===== src/rtl/core/bfc_pkg.sv =====
// shared constants and types for the box frustum culling block
`timescale 1ns / 1ps

package bfc_pkg;

    // number formats
    localparam int unsigned COORD_BITS      = 16;
    localparam int unsigned COEFF_FRAC_BITS = 16;
    localparam int unsigned COEFF_BITS      = 32;
    localparam int unsigned SUM_W           = COORD_BITS + 1;
    localparam int unsigned PROD_W          = COEFF_BITS + SUM_W;
    localparam int unsigned ACC_W           = PROD_W + 2;

    // register file layout
    localparam int unsigned CFG_W       = 64;
    localparam int unsigned NUM_REGS    = 8;
    localparam int unsigned REG_SEL_W   = $clog2(NUM_REGS);
    localparam int unsigned REG_SEL_LSB = $clog2(CFG_W / 8);
    localparam int unsigned ADDR_W      = REG_SEL_W + REG_SEL_LSB;
    localparam int unsigned NUM_ROWS    = 4;
    localparam int unsigned NUM_COLS    = 4;
    localparam int unsigned REG_PER_ROW = 2;

    typedef logic [CFG_W-1:0] t_cfg_word;
    typedef t_cfg_word t_cfg_regs [NUM_REGS];

    // register indexes
    typedef enum logic [REG_SEL_W-1:0] {
        REG_ROW0_C01,
        REG_ROW0_C23,
        REG_ROW1_C01,
        REG_ROW1_C23,
        REG_ROW2_C01,
        REG_ROW2_C23,
        REG_ROW3_C01,
        REG_ROW3_C23
    } t_reg_idx;

    // identity transform at reset
    localparam t_cfg_word COEFF_ONE = t_cfg_word'(1) << COEFF_FRAC_BITS;
    localparam t_cfg_word COEFF_ONE_HI = COEFF_ONE << COEFF_BITS;
    localparam t_cfg_regs CFG_RESET = '{
        COEFF_ONE, '0, COEFF_ONE_HI, '0, '0, COEFF_ONE, '0, COEFF_ONE_HI
    };

    // cull flag bits
    localparam int unsigned FLAG_LEFT   = 0;
    localparam int unsigned FLAG_RIGHT  = 1;
    localparam int unsigned FLAG_BOTTOM = 2;
    localparam int unsigned FLAG_TOP    = 3;
    localparam int unsigned FLAG_NEAR   = 4;
    localparam int unsigned FLAG_FAR    = 5;
    localparam int unsigned FLAG_FRONT  = 6;
    localparam int unsigned FLAG_BEHIND = 7;
    localparam logic [7:0]  FLAGS_ARMED = 8'h3F;
    localparam logic [7:0]  PLANE_MASK  = 8'h3F;

    // one transformed vertex in clip space
    typedef struct packed {
        logic signed [ACC_W-1:0] x;
        logic signed [ACC_W-1:0] y;
        logic signed [ACC_W-1:0] z;
        logic signed [ACC_W-1:0] w;
        logic                    last;
    } t_clip;

endpackage


===== src/rtl/core/bfc_cfg.sv =====
// transform coefficient registers behind the configuration port
`timescale 1ns / 1ps

module bfc_cfg (
    input  logic                            i_clk,
    input  logic                            i_rst_n,
    input  logic                            psel,
    input  logic                            penable,
    input  logic                            pwrite,
    input  logic [bfc_pkg::ADDR_W-1:0]      paddr,
    input  logic [bfc_pkg::CFG_W-1:0]       pwdata,
    output logic [bfc_pkg::CFG_W-1:0]       prdata,
    output logic                            pready,
    output bfc_pkg::t_cfg_regs              o_cfg
);

    bfc_pkg::t_cfg_regs                 r_cfg;
    logic [bfc_pkg::REG_SEL_W-1:0]      w_sel;
    logic                               w_wr;

    assign w_sel  = paddr[bfc_pkg::ADDR_W-1:bfc_pkg::REG_SEL_LSB];
    assign w_wr   = psel & penable & pwrite;
    assign pready = 1'b1;
    assign prdata = r_cfg[w_sel];
    assign o_cfg  = r_cfg;

    // register write on the access phase
    always_ff @(posedge i_clk) begin
        if (!i_rst_n) begin
            r_cfg <= bfc_pkg::CFG_RESET;
        end else if (w_wr) begin
            r_cfg[w_sel] <= pwdata;
        end
    end

endmodule


===== config.mk =====
export PLATFORM = sky130hd
export DESIGN_NAME = bfc_cfg
export DESIGN_NICKNAME = d
export VERILOG_FILES = /design/src/rtl/core/bfc_pkg.sv /design/src/rtl/core/bfc_cfg.sv
export SDC_FILE = /design/constraint.sdc
export NUM_CORES = 1
export LEC_CHECK = 0
export BUFFER_PORTS_ARGS = -buffer_cell sky130_fd_sc_hd__buf_2
export CORE_AREA = 8 8 246 248
export DETAILED_ROUTE_END_ITERATION = 10
export DIE_AREA = 0 0 254 256
export GPL_TIMING_DRIVEN = 0
export PLACE_DENSITY_LB_ADDON = 0.25
export SLEW_MARGIN = 10
export SYNTH_ARGS = -nofsm -noshare
export SYNTH_HDL_FRONTEND = slang
export SYNTH_SLANG_ARGS = --single-unit

===== constraint.sdc =====
create_clock -name i_clk -period 2.4 [get_ports i_clk]
set_clock_uncertainty 0.05 [all_clocks]
set_input_delay 0.36 -clock i_clk [delete_from_list [all_inputs] [get_ports i_clk]]
set_output_delay 0.36 -clock i_clk [all_outputs]
set_load 0.03 [all_outputs]

## After elaboration in Yosys (flattened, before gate mapping)

Cells that the tools add are included.

| storage, ports and cells | value |
|---|---|
| bits in registers | 512 |
| input bits | 75 |
| output and inout port bits | 577 |
| word-level logic and storage cells | 20 |

| operators by class | value |
|---|---|
| order comparisons | 2 |
| multiplexer cells | 6 |
| bitwise logic cells | 3 |
| reductions and logical operators | 1 |

Operators with widths:

| operator | count |
|---|---|
| $bwmux W512 | 1 |
| $bmux W64 S3 | 1 |
| $demux W64 S3 | 1 |
| $mux W64 | 3 |
| $ge A4 B4 Y1 const B | 1 |
| $lt A4 B1 Y1 const B | 1 |
| $not A3 Y4 | 1 |
| $and A1 B1 Y1 | 2 |
| $logic_and A1 B1 Y1 | 1 |

## Longest topological paths before layout

| depth | value |
|---|---|
| word-level depth | 6 |
| gate-level depth with buffers | 7 |

## Worst setup path after synthesis

Ideal clock, no wire load.

| path | value |
|---|---|
| path type | input port to output port |
| start | input port paddr[3] (netlist name) |
| end | output port prdata[48] (netlist name) |
| arrival time | 1691 ps |
| slack | 299 ps |
| stages | 5 |
| cell sequence | buf_2 -> buf_6 -> buf_6 -> mux4_2 -> mux2_2 |

| between the ends | value |
|---|---|
| cells in the longest elaborated chain, start to end | 4 |

Ends and longest elaborated chain:

| what | RTL line | RTL |
|---|---|---|
| from (decl) | bfc_cfg.sv:10 | `input logic [bfc_pkg::ADDR_W-1:0] paddr,` |
| $not A3 Y4 (not written as such) | bfc_cfg.sv:24 | `assign prdata = r_cfg[w_sel];` |
| $bmux W64 S3 | bfc_cfg.sv:24 |  |
| $mux W64 (not written as such) (2 in series) | bfc_cfg.sv:24 |  |
| to (decl) | bfc_cfg.sv:12 | `output logic [bfc_pkg::CFG_W-1:0] prdata,` |

No other way between the ends. The select of a mux whose other input is x is not followed.

## Worst setup path in the final report

| path | value |
|---|---|
| start | register r_cfg, in the netlist o_cfg[16] |
| end | output port prdata[16] (netlist name) |

| between the ends | value |
|---|---|
| cells in the longest elaborated chain, start to end | 3 |

Ends and longest elaborated chain:

| what | RTL line | RTL |
|---|---|---|
| from (decl) | bfc_cfg.sv:17 | `bfc_pkg::t_cfg_regs r_cfg;` |
| from (signal assigned) | bfc_cfg.sv:30 | `r_cfg <= bfc_pkg::CFG_RESET;` |
| from (signal, indexed assignment) | bfc_cfg.sv:32 | `r_cfg[w_sel] <= pwdata;` |
| $bmux W64 S3 | bfc_cfg.sv:24 |  |
| $mux W64 (not written as such) (2 in series) | bfc_cfg.sv:24 |  |

No other way between the ends. The select of a mux whose other input is x is not followed.

==> results.toml <==
[outcome]
outcome = "complete, no violations"

[synthesis]
yosysSeqAreaShare_pct = 43.7
synthCells = 2311
synthTopCellsByCount = "dfxtp_1 (512), nand2_1 (318), nand3_1 (258)"
yosysWarningCount = 0
ys_types = 35
synth-edff-count = 0
synthXorXnorAreaFrac_pct = 0
synth_top_family_by_area = "multiplexers"
synth.most_common_cell = "dfxtp_1"
yosys.area.top_type = "dfxtp_1"
synth_fa_ha_area_share_pct = 0
synth_compound_area_share_pct = 13.8
async_flop_share_pct = 0
syn_avg_cell_area_um2 = 10.1
synth_top_flop_cell = "dfxtp_1"
yosysTopAreaCellShare_pct = 43.7
ys_seq_elements = 512
synthMuxAreaShare_pct = 26.1
yosys.area_share.simple_pct = 11.4
syn-num-nets = 2386
syn_area_um2 = 23400
yosys-top-cells-area = "dfxtp_1 (44%), mux4_2 (12%), mux2i_1 (11%), a21boi_1 (7.9%), nand3_1 (5.5%)"

[sta]
tns_ps = 0
setup_viol = 0
fmax_mhz = 419
hold_violations = 0
slew_headroom_pct = 25.7
worst_slew_pin_slew_ps = 1110
rsz0062_at_grt = "yes"
setup_ws_ps = 16.0
period_needed_ps = 2380
drv_slew = 0
finalCritPeriodShare_pct = 99.3
hold_slack_ps = 27.3

[route]
routed-via-count = 22600
drt_first_pass_iters = 5
antenna_left = 0
wirelength_mm = 108
avgRoutedWirePerCell_um = 28.1
drtIter0Drc = 2191
drcViolationCount = 0
vias_per_cell = 5.87

[worst_setup_path]
path_class = "flip-flop to output port"
cp-end-kind = "output port"
startpoint_type = "flip-flop"
path_max_fanout = 3
cp_data_required_time_ps = 1990
arrival_ps = 1970

[min_path]
min_path_type = "primary input to flip-flop"

[clock_network]
path_clk_slew_ps = 60
cts.path.max_buffers = 3
cts_buffers = 54
cts_tree = "done"
htree_num_levels = 2
cts_root_buffer = "clkbuf_16"
insertion_delay_ps = 580
clock_sinks = 512

[placement]
hpwl_mm = 81.9
placed_cells_incl_taps = 3720
numPortBuffers = 644
place_area_um2 = 27600
routabilityCongestion = 0.932
dp_slack_ps = -683

[grt]
grt_max_degree = 14
antenna_found_initial = 5
grt_pass1_vias = 22600
grt_overflow = 0
grt_usage_pct = 31.8
grt_pass1_wl_mm = 156

[job]
cap_violations = 0

[floorplanning]
core_um2 = 56800
rows = 88
ioPinCount = 652
fp.dieW_um = 254
initial_core_util_pct = 41.2
die_area_um2 = 65000
die_h_um = 256

[cells_and_area]
drive_above_1_share_pct = 33.1
nets = 3125
largest_reg_flops = 512
stdcell_area_um2 = 30000
final_cells = 3859
area.sequential_um2 = 10300
area_growth_pct = 28.0
fillers = 5239
multi_input_area_um2 = 12000

[power]
p_per_area_nw_per_um2 = 626
irDropWorstVdd_mv = 0.570
leakagePower_uw = 0.0123
-- metal layers --
layer	track usage, %	up-vias	part of all wire (%)	routed length, µm
met5	0	-	0.034	37
met4	10.8	6	3.5	3810
met3	7.08	244	8.4	9060
met2	54.3	1222	49	52700
met1	39.1	11300	39	42700
li1	-	9825	-	-
-- power breakdown --
part           switching (µW)  internal (µW)  total (µW)
combinational            1180            527        1710
sequential               68.0           8560        8630
clock                    3580           4860        8440
-- cells in the final DEF (no fill, tap or decap), drive strengths merged, types with 2 or more instances in the layout --
master / n
nor2b: 3
o21ai: 257
inv: 2
mux4: 126
diode: 3
dlygate4sd3: 37
dfxtp: 512
nor3: 2
mux2: 63
nor2: 2
nand2: 319
clkinvlp: 2
buf: 745
clkinv: 12
mux2i: 257
nor3b: 2
a21boi: 254
clkbuf: 223
nand3: 258
o311ai: 2
-- stage by stage --
stage	utilization (%)	power [µW]
global route	52.8	19300
finish	52.8	18800
CTS	52.7	18800
detailed placement	48.6	10400
floorplan	-	9710
global placement	48.6	10400
-- critical path: stages, from the launching register on --
cell	delay, ps
dfxtp_1	370
mux4_2	490
mux2_2	310
buf_2	200
-- worst paths after layout --
path,from,end,slack [ps],cells past startpoint
worst min-delay path,pwdata[13],o_cfg[333],30,3
worst max-delay path,o_cfg[16],prdata[16],20,3
worst max register to register,o_cfg[383],o_cfg[383],1490,2
worst min register to register,o_cfg[26],o_cfg[26],420,2
-- layout make-up --
| cell class | count | area share (%) |
|---|---|---|
| Antenna cell | 3 | 0.0250 |
| Buffer | 241 | 4.44 |
| Clock buffer | 81 | 5.53 |
| Clock inverter | 16 | 0.405 |
| Inverter | 1 | 0.0125 |
| Multi-Input combinational cell | 1557 | 40.1 |
| Sequential cell | 512 | 34.2 |
| Tap cell | 765 | 3.19 |
| Timing Repair Buffer | 683 | 12.1 |
-- cell families (layout without fill, tap and decap cells) --
kind of cell           Yosys count  after routing
AO/OA/AOI/OAI                  516            516
buffers and inverters          242           1022
AND/OR/NAND/NOR                594            594
flip-flops                     512            512
multiplexers                   446            446
other                            1              4
-- timing repair --
action / 4_1_cts / 5_1_grt
buffers inserted: 1 / 0
hold endpoints to repair: 90 / 0
endpoints found under the setup margin: 84 / 30
cloned: 1 / 0
resized for setup: 64 / 8
hold buffers: 37 / 0
Power figures use the tool's default switching activity.
