## src/rtl/core/bfc_pkg.sv

```systemverilog
// shared constants and types for the box frustum culling block
`timescale 1ns / 1ps

package bfc_pkg;

    // number formats
    localparam int unsigned COORD_BITS      = 16;
    localparam int unsigned COEFF_FRAC_BITS = 16;
    localparam int unsigned COEFF_BITS      = 32;
    localparam int unsigned SUM_W           = COORD_BITS + 1;
    localparam int unsigned PROD_W          = COEFF_BITS + SUM_W;
    localparam int unsigned ACC_W           = PROD_W + 2;

    // register file layout
    localparam int unsigned CFG_W       = 64;
    localparam int unsigned NUM_REGS    = 8;
    localparam int unsigned REG_SEL_W   = $clog2(NUM_REGS);
    localparam int unsigned REG_SEL_LSB = $clog2(CFG_W / 8);
    localparam int unsigned ADDR_W      = REG_SEL_W + REG_SEL_LSB;
    localparam int unsigned NUM_ROWS    = 4;
    localparam int unsigned NUM_COLS    = 4;
    localparam int unsigned REG_PER_ROW = 2;

    typedef logic [CFG_W-1:0] t_cfg_word;
    typedef t_cfg_word t_cfg_regs [NUM_REGS];

    // register indexes
    typedef enum logic [REG_SEL_W-1:0] {
        REG_ROW0_C01,
        REG_ROW0_C23,
        REG_ROW1_C01,
        REG_ROW1_C23,
        REG_ROW2_C01,
        REG_ROW2_C23,
        REG_ROW3_C01,
        REG_ROW3_C23
    } t_reg_idx;

    // identity transform at reset
    localparam t_cfg_word COEFF_ONE = t_cfg_word'(1) << COEFF_FRAC_BITS;
    localparam t_cfg_word COEFF_ONE_HI = COEFF_ONE << COEFF_BITS;
    localparam t_cfg_regs CFG_RESET = '{
        COEFF_ONE, '0, COEFF_ONE_HI, '0, '0, COEFF_ONE, '0, COEFF_ONE_HI
    };

    // cull flag bits
    localparam int unsigned FLAG_LEFT   = 0;
    localparam int unsigned FLAG_RIGHT  = 1;
    localparam int unsigned FLAG_BOTTOM = 2;
    localparam int unsigned FLAG_TOP    = 3;
    localparam int unsigned FLAG_NEAR   = 4;
    localparam int unsigned FLAG_FAR    = 5;
    localparam int unsigned FLAG_FRONT  = 6;
    localparam int unsigned FLAG_BEHIND = 7;
    localparam logic [7:0]  FLAGS_ARMED = 8'h3F;
    localparam logic [7:0]  PLANE_MASK  = 8'h3F;

    // one transformed vertex in clip space
    typedef struct packed {
        logic signed [ACC_W-1:0] x;
        logic signed [ACC_W-1:0] y;
        logic signed [ACC_W-1:0] z;
        logic signed [ACC_W-1:0] w;
        logic                    last;
    } t_clip;

endpackage

```

## src/rtl/core/bfc_cull.sv

```systemverilog
// plane tests, cull flag accumulation and the result register
`timescale 1ns / 1ps

module bfc_cull (
    input  logic            i_clk,
    input  logic            i_rst_n,
    input  logic            i_valid,
    output logic            o_rdy,
    input  bfc_pkg::t_clip  i_clip,
    output logic            o_valid,
    input  logic            i_stall,
    output logic            o_visible
);

    logic [7:0]                         r_flags;
    logic                               r_o_valid;
    logic                               r_visible;
    logic [7:0]                         w_flags;
    logic signed [bfc_pkg::ACC_W-1:0]   w_negw;
    logic                               w_vis;
    logic                               w_take;

    assign o_rdy  = !r_o_valid || !i_stall;
    assign w_take = i_valid && o_rdy;
    assign w_negw = -i_clip.w;

    // flag update for this vertex
    always_comb begin
        w_flags = r_flags;
        if (i_clip.w <= 0) begin
            w_flags[bfc_pkg::FLAG_BEHIND] = 1'b1;
        end else begin
            w_flags[bfc_pkg::FLAG_FRONT] = 1'b1;
            if (i_clip.x >= w_negw)   w_flags[bfc_pkg::FLAG_LEFT]   = 1'b0;
            if (i_clip.x <= i_clip.w) w_flags[bfc_pkg::FLAG_RIGHT]  = 1'b0;
            if (i_clip.y >= w_negw)   w_flags[bfc_pkg::FLAG_BOTTOM] = 1'b0;
            if (i_clip.y <= i_clip.w) w_flags[bfc_pkg::FLAG_TOP]    = 1'b0;
            if (i_clip.z >= w_negw)   w_flags[bfc_pkg::FLAG_NEAR]   = 1'b0;
            if (i_clip.z <= i_clip.w) w_flags[bfc_pkg::FLAG_FAR]    = 1'b0;
        end
    end

    // box decision: straddling w=0 is visible, all behind is culled, else the plane tests decide
    always_comb begin
        if (w_flags[bfc_pkg::FLAG_BEHIND] && w_flags[bfc_pkg::FLAG_FRONT]) begin
            w_vis = 1'b1;
        end else if (!w_flags[bfc_pkg::FLAG_FRONT]) begin
            w_vis = 1'b0;
        end else begin
            w_vis = ~|(w_flags & bfc_pkg::PLANE_MASK);
        end
    end

    // control state
    always_ff @(posedge i_clk) begin
        if (!i_rst_n) begin
            r_flags   <= bfc_pkg::FLAGS_ARMED;
            r_o_valid <= 1'b0;
        end else begin
            if (o_rdy) begin
                r_o_valid <= i_valid && i_clip.last;
            end
            if (w_take) begin
                r_flags <= i_clip.last ? bfc_pkg::FLAGS_ARMED : w_flags;
            end
        end
    end

    // result payload
    always_ff @(posedge i_clk) begin
        if (w_take && i_clip.last) begin
            r_visible <= w_vis;
        end
    end

    assign o_valid   = r_o_valid;
    assign o_visible = r_visible;

endmodule

```

## config.mk

```make
export PLATFORM = sky130hd
export DESIGN_NAME = bfc_cull
export DESIGN_NICKNAME = d
export VERILOG_FILES = /design/src/rtl/core/bfc_pkg.sv /design/src/rtl/core/bfc_cull.sv
export SDC_FILE = /design/constraint.sdc
export NUM_CORES = 1
export LEC_CHECK = 0
export BUFFER_PORTS_ARGS = -buffer_cell sky130_fd_sc_hd__buf_2
export CAP_MARGIN = 0
export CORE_ASPECT_RATIO = 1.4
export CORE_MARGIN = 2
export CORE_UTILIZATION = 51
export CTS_CLUSTER_SIZE = 10
export DETAILED_ROUTE_END_ITERATION = 8
export PLACE_DENSITY = 0.8
export REMOVE_ABC_BUFFERS = 1
export SLEW_MARGIN = 20
export SYNTH_ARGS = -nofsm -noshare
export SYNTH_HDL_FRONTEND = slang
export SYNTH_SLANG_ARGS = --single-unit
```

## constraint.sdc

```tcl
create_clock -name i_clk -period 4.4 [get_ports i_clk]
set_clock_uncertainty 0.2 [all_clocks]
set_input_delay 0.22 -clock i_clk [delete_from_list [all_inputs] [get_ports i_clk]]
set_output_delay 0.22 -clock i_clk [all_outputs]
set_load 0.005 [all_outputs]
```

* Yosys cells after proc, flatten, opt, wreduce, memory -nomap -nowiden
Cells that the tools add are included.
Storage, ports and cells: register bits 10, input bits 209, output and inout port bits 3, word-level logic and storage cells 30
Operators by class: add/subtract/negate cells 1, magnitude comparators 7, mux-type cells 10, reduce and logical (&&, ||, !) cells 9
Operators with widths (number):
- $ge 51x51->1 | 3
- $le 51x51->1 | 3
- $le 51x1->1 const B | 1
- $neg 51->51 | 1
- $mux 1 | 8
- $mux 8 | 1
- $mux 7 | 1
- $reduce_or 6->1 | 1
- $logic_and 1x1->1 | 4
- $logic_not 1->1 | 3
- $logic_or 1x1->1 | 1

* Logic depth before layout (Yosys ltp)
word-level depth 7, depth in mapped cells 19, depth with buffers taken out 18

* Worst setup path before layout
OpenSTA, ideal clock, no wires.
kind in2reg, start input port i_clip[29] in the netlist's numbering, end register r_visible (netlist: o_visible) (data pin), library setup time 165 ps, data arrival time 4508 ps, data required time 4035 ps, slack -472 ps, cell stages on the path 17, path buffers 0, cells stage by stage or4_4 -> or4_4 -> or3_2 -> nor3_1 -> nand2_1 -> or3_1 -> xnor2_1 -> ha_1 -> nand4_1 -> nor2_1 -> nand4_1 -> a2111oi_0 -> o21bai_1 -> or3_1 -> a2bb2oi_2 -> and3_1 -> o31ai_2
Between the ends: cells in the longest elaborated chain, start to end 7, elaborated cells on any way between the ends 20, classes of those cells add/sub: 1; order compare: 7; mux: 9; reduce/logical: 3
RTL lines:
- start: declaration | line bfc_cull.sv:9 | input bfc_pkg::t_clip i_clip,
- $neg 51->51 | line bfc_cull.sv:25 | assign w_negw = -i_clip.w;
- $ge 51x51->1 (on tied branches) | line bfc_cull.sv:34, bfc_cull.sv:36, bfc_cull.sv:38
- $mux 1 (on tied branches) | line bfc_cull.sv:34, bfc_cull.sv:36, bfc_cull.sv:38
- $mux 7 | line bfc_cull.sv:30 | if (i_clip.w <= 0) begin
- $reduce_or 6->1 | line bfc_cull.sv:50 | w_vis = ~|(w_flags & bfc_pkg::PLANE_MASK);
- $logic_not 1->1 | line bfc_cull.sv:50
- $mux 1 | line bfc_cull.sv:47 | end else if (!w_flags[bfc_pkg::FLAG_FRONT]) begin
- end signal: assignment | line bfc_cull.sv:72 | r_visible <= w_vis;
- end: declaration | line bfc_cull.sv:17 | logic r_visible;
Several ways; a longest one is shown, not always the timed one. A chain may end at the register's enable or synchronous reset.

* Worst setup path in the final report
Ends and elaborated chain as after synthesis.

==> results by stage <==
GRT:
- The global-route wire length before repair is 49.8 mm.
- The number of global-route vias before repair is 10365.
- The combined global-route utilization of all metal layers is 35.3%.
- Summed over all layers, the global routing overflow is 0.
- Entering global routing, the biggest net connects 9 pins.
- The number of antenna violations at the first check in global routing is 1.

Yosys:
- In this run, synthesis produced a sequential element count of 10.
- The cell area after synthesis is 8410 um^2.
- In this run, distinct cell masters in the synthesized netlist total 70.
- The share of synthesized flip-flops with an asynchronous set or reset is 0%.
- In this run the mean area of a mapped cell was 7.87 um^2.
- The fraction of the yosys area taken by sequential cells is 2.50%.
- The instance count of the mapped netlist is 1068.
- Yosys mapped a number of flops with a built-in enable equal to 1.
- The most used flip-flop cell after synthesis is sky130_fd_sc_hd__dfxtp_1.
- The Yosys step of the flow raised 0 warnings.

Route:
- The routed length per instance is 19.3 um.
- The overall via count from detail_route is 10114.
- The routed wire length is 31.6 mm.
- Before antenna repair, the detailed router went through 5 iterations.
- The average vias per placed instance is 6.17.
- The count of nets left with antenna violations after detail routing is 0.
- The first routing iteration left 575 violations.
- After detailed routing, the number of remaining DRC violations is 0.

Status:
- The flow ran to the end, but the final reports show violations.
- The checks that failed: negative setup slack.

Clock network:
- The clock tree root buffer cell is sky130_fd_sc_hd__clkbuf_16.
- The CTS clock-pin slew for the worst setup and hold paths is 0.04 ns.
- The clock tree from TritonCTS is done.
- The later pin in the worst-skew pair is clocked with a latency of 0.24 ns.
- The clock drives 10 sinks.
- The deepest clock path buffer count is 2.
- The total CTS buffers is 3.
- CTS built an H-tree with a depth of 1.
- The number of hold buffers added after CTS was 0.

Power and ir drop:
- The net load switching power is 606 uW.
- In this run, the combinational gates consume 78.4% of the power.
- Dividing total power by cell area gives a power density of 118 nW/um^2.
- VDD sags by at most 0.109 mV.
- The net switching share of the total power is 46.0%.
- The clock network burns 14.0% of the power.
- After layout, the design draws a total of 1320 uW.
- The part of the total power dissipated in sequential elements is 7.6%.
- Summed over all cells, the static leakage comes to 0.00577 uW.
- The cell internal power dissipation is 712 uW.

Die:
- The floorplan step set the die width to 113 um.
- The die footprint is 17500 um^2.
- The die span in y is 156 um.
- The initial cell density of the core is 52.0%.
- The row count is 55.
- 212 I/O pins were placed.
- The total area inside the core boundary comes to 16200 um^2.

Setup path:
- The worst-path maximum fanout is 5.
- The nature of the critical path endpoint is a flip-flop.
- The worst setup path is launched from an input port.
- At the worst endpoint, the required time is 4.18 ns.
- The slowest stage of the critical path is the sky130_fd_sc_hd__or4_4 cell.
- The arrival time of the worst setup path is 4.56 ns.
- The most used cell along the critical path is sky130_fd_sc_hd__buf_6.
- The highest cell delay on the worst timing path is 0.58 ns.
- The setup path with the least slack is of type input port to flip-flop.
- Walking the worst path, the cells encountered are buf_6 > or4_4 > or4_4 > buf_6 > or4b_4 > buf_6 > buf_4 > xnor2_1 > buf_4 > ha_1 > and4_1 > a221o_1 > a211oi_1 > xnor2_1 > o21ai_0 > o21ai_0 > and3_4 > o31ai_2.

Timing:
- The share of the clock period used by the worst path after layout is 109%.
- The setup TNS is -0.631 ns.
- The tightest slew margin relative to the limit is 54.9%.
- The final worst-path setup slack is -0.380 ns.
- Setup repair after global routing could not meet its margin everywhere.
- The measured slew at the worst slew-check pin is 0.672 ns.
- The hold violation count in the final report is 0.
- Timing would allow up to 209 MHz.
- The total setup violations reported at the end of the flow is 3.
- The smallest clock period supported by the final layout is computed as 4.78 ns.
- The max-slew violation total from the final report is 0.

Place:
- Input and output buffers added on the ports amount to 211.
- Prior to clock tree synthesis, the placed netlist has a worst setup slack of -0.765 ns.
- The final weighted congestion in routability-driven placement is 1.01.
- Detailed placement ended at an HPWL of 28.2 mm.

Finish:
- In the final layout, the share of cells above drive strength 1 is 29.1%.
- The library cells used most frequently in the layout, excluding fill and tap cells, are sky130_fd_sc_hd__ha_1, sky130_fd_sc_hd__buf_2, sky130_fd_sc_hd__buf_4, sky130_fd_sc_hd__nand2_1, sky130_fd_sc_hd__a21oi_1.
- Leaving out fill and tap cells, the most frequent cell in the layout is sky130_fd_sc_hd__ha_1.
- The area growth from synthesis to final layout is 32.5%.
- After the last flow step, the layout net total stands at 1946.
- Fill cells in the final layout number 1361.

Min path:
- The path class of the tightest hold or removal check is input port to flip-flop.

Job:
- Max-cap violations in this run came to 0.
cell usage after synthesis, types with 4 or more instances:
cell type | n | area, um^2
sky130_fd_sc_hd__inv_1 | 71 | 267
sky130_fd_sc_hd__o21bai_1 | 5 | 37.5
sky130_fd_sc_hd__nor2_1 | 58 | 218
sky130_fd_sc_hd__nand4_1 | 53 | 332
sky130_fd_sc_hd__a31oi_1 | 8 | 50.1
sky130_fd_sc_hd__a211oi_1 | 28 | 210
sky130_fd_sc_hd__o211ai_1 | 7 | 52.6
sky130_fd_sc_hd__o31ai_1 | 5 | 37.5
sky130_fd_sc_hd__xnor2_1 | 46 | 403
sky130_fd_sc_hd__a221oi_1 | 5 | 43.8
sky130_fd_sc_hd__nor3_1 | 33 | 165
sky130_fd_sc_hd__nand3_1 | 46 | 230
sky130_fd_sc_hd__nor4_1 | 18 | 113
sky130_fd_sc_hd__nor2b_1 | 5 | 31.3
sky130_fd_sc_hd__and3_1 | 7 | 43.8
sky130_fd_sc_hd__a2111oi_0 | 9 | 78.8
sky130_fd_sc_hd__ha_1 | 296 | 3700
sky130_fd_sc_hd__dfxtp_1 | 9 | 180
sky130_fd_sc_hd__a21oi_1 | 83 | 415
sky130_fd_sc_hd__and4_1 | 10 | 87.6
sky130_fd_sc_hd__or4_1 | 6 | 45.0
sky130_fd_sc_hd__o21ai_0 | 52 | 260
sky130_fd_sc_hd__o21a_1 | 7 | 52.6
sky130_fd_sc_hd__nand2_1 | 85 | 319
sky130_fd_sc_hd__or3_1 | 6 | 37.5
sky130_fd_sc_hd__a21o_1 | 38 | 285
sky130_fd_sc_hd__xor2_1 | 4 | 35.0
registers in the layout, indices dropped and copies added (netlist names):
signal and cells:
r_flags 8, o_visible 1, o_valid 1
path summary, 6_finish.rpt:
path                                  from    endpoint  slack [ns]  depth (start not counted)
worst max-delay path            i_clip[29]   o_visible       -0.38                         18
worst min-delay path               i_rst_n     o_valid        0.07                          2
worst max register to register  r_flags[5]   o_visible        3.03                          3
worst min register to register  r_flags[0]  r_flags[0]        0.25                          2
worst max-delay path, delay by kind of cell:
family,cells,cell delay (ns)
AND/OR/NAND/NOR,5,2.02
buffers and inverters,5,0.66
XOR/XNOR,2,0.26
adder cells (fa/ha/maj),1,0.28
AO/OA/AOI/OAI,5,1.10
power groups by stage:
stage	Clock, uW	Sequential [uW]	Combinational, uW
2_1_floorplan	0	101	556
3_3_place_gp	0	102	960
3_5_place_dp	0	102	989
4_1_cts	184	101	1000
5_1_grt	188	101	1150
6_report	184	101	1030
cells by family after synthesis:
group	share of synthesized area [%]
multiplexers	0.253
buffers and inverters	3.54
XOR/XNOR	5.67
AND/OR/NAND/NOR	22.2
flip-flops	2.50
AO/OA/AOI/OAI	21.7
adder cells (fa/ha/maj)	44.1
what timing repair did:
action,in CTS,in global routing
gates cloned,0,0
pin swaps,12,11
setup buffers,6,6
gates resized for setup,16,16
setup endpoints to repair,4,4
layer usage:
metal  track usage, %  part of all wire, %  up-vias
li1                 -                    -     4927
met2             66.5                   50      440
met3             3.69                  5.7      155
met1             35.7                   36     4592
met4             25.6                  8.8        0
met5                0                    0        -
metrics by stage:
step                      area, um^2  util [%]  hold WS, ns  std cells
after floorplan                 8380         -        0.169       1063
after global placement         10800      66.9        0.235       1625
after detailed placement       10800      66.9        0.250       1625
after CTS                      11000      68.2       0.0687       1634
after global routing           11100      68.9       0.0872       1639
final                          11100      68.9       0.0701       1640
final cells by class:
cell class / instances / area (um^2) / share of cell area [%]
multi-input combinational: 982 / 8030 / 72.1
timing repair buffer: 373 / 2290 / 20.6
inverter: 71 / 267 / 2.39
tap: 199 / 249 / 2.23
sequential: 10 / 210 / 1.89
clock buffer: 4 / 88.8 / 0.797
antenna: 1 / 2.50 / 0.0225
(Power assumes the default switching activity.)
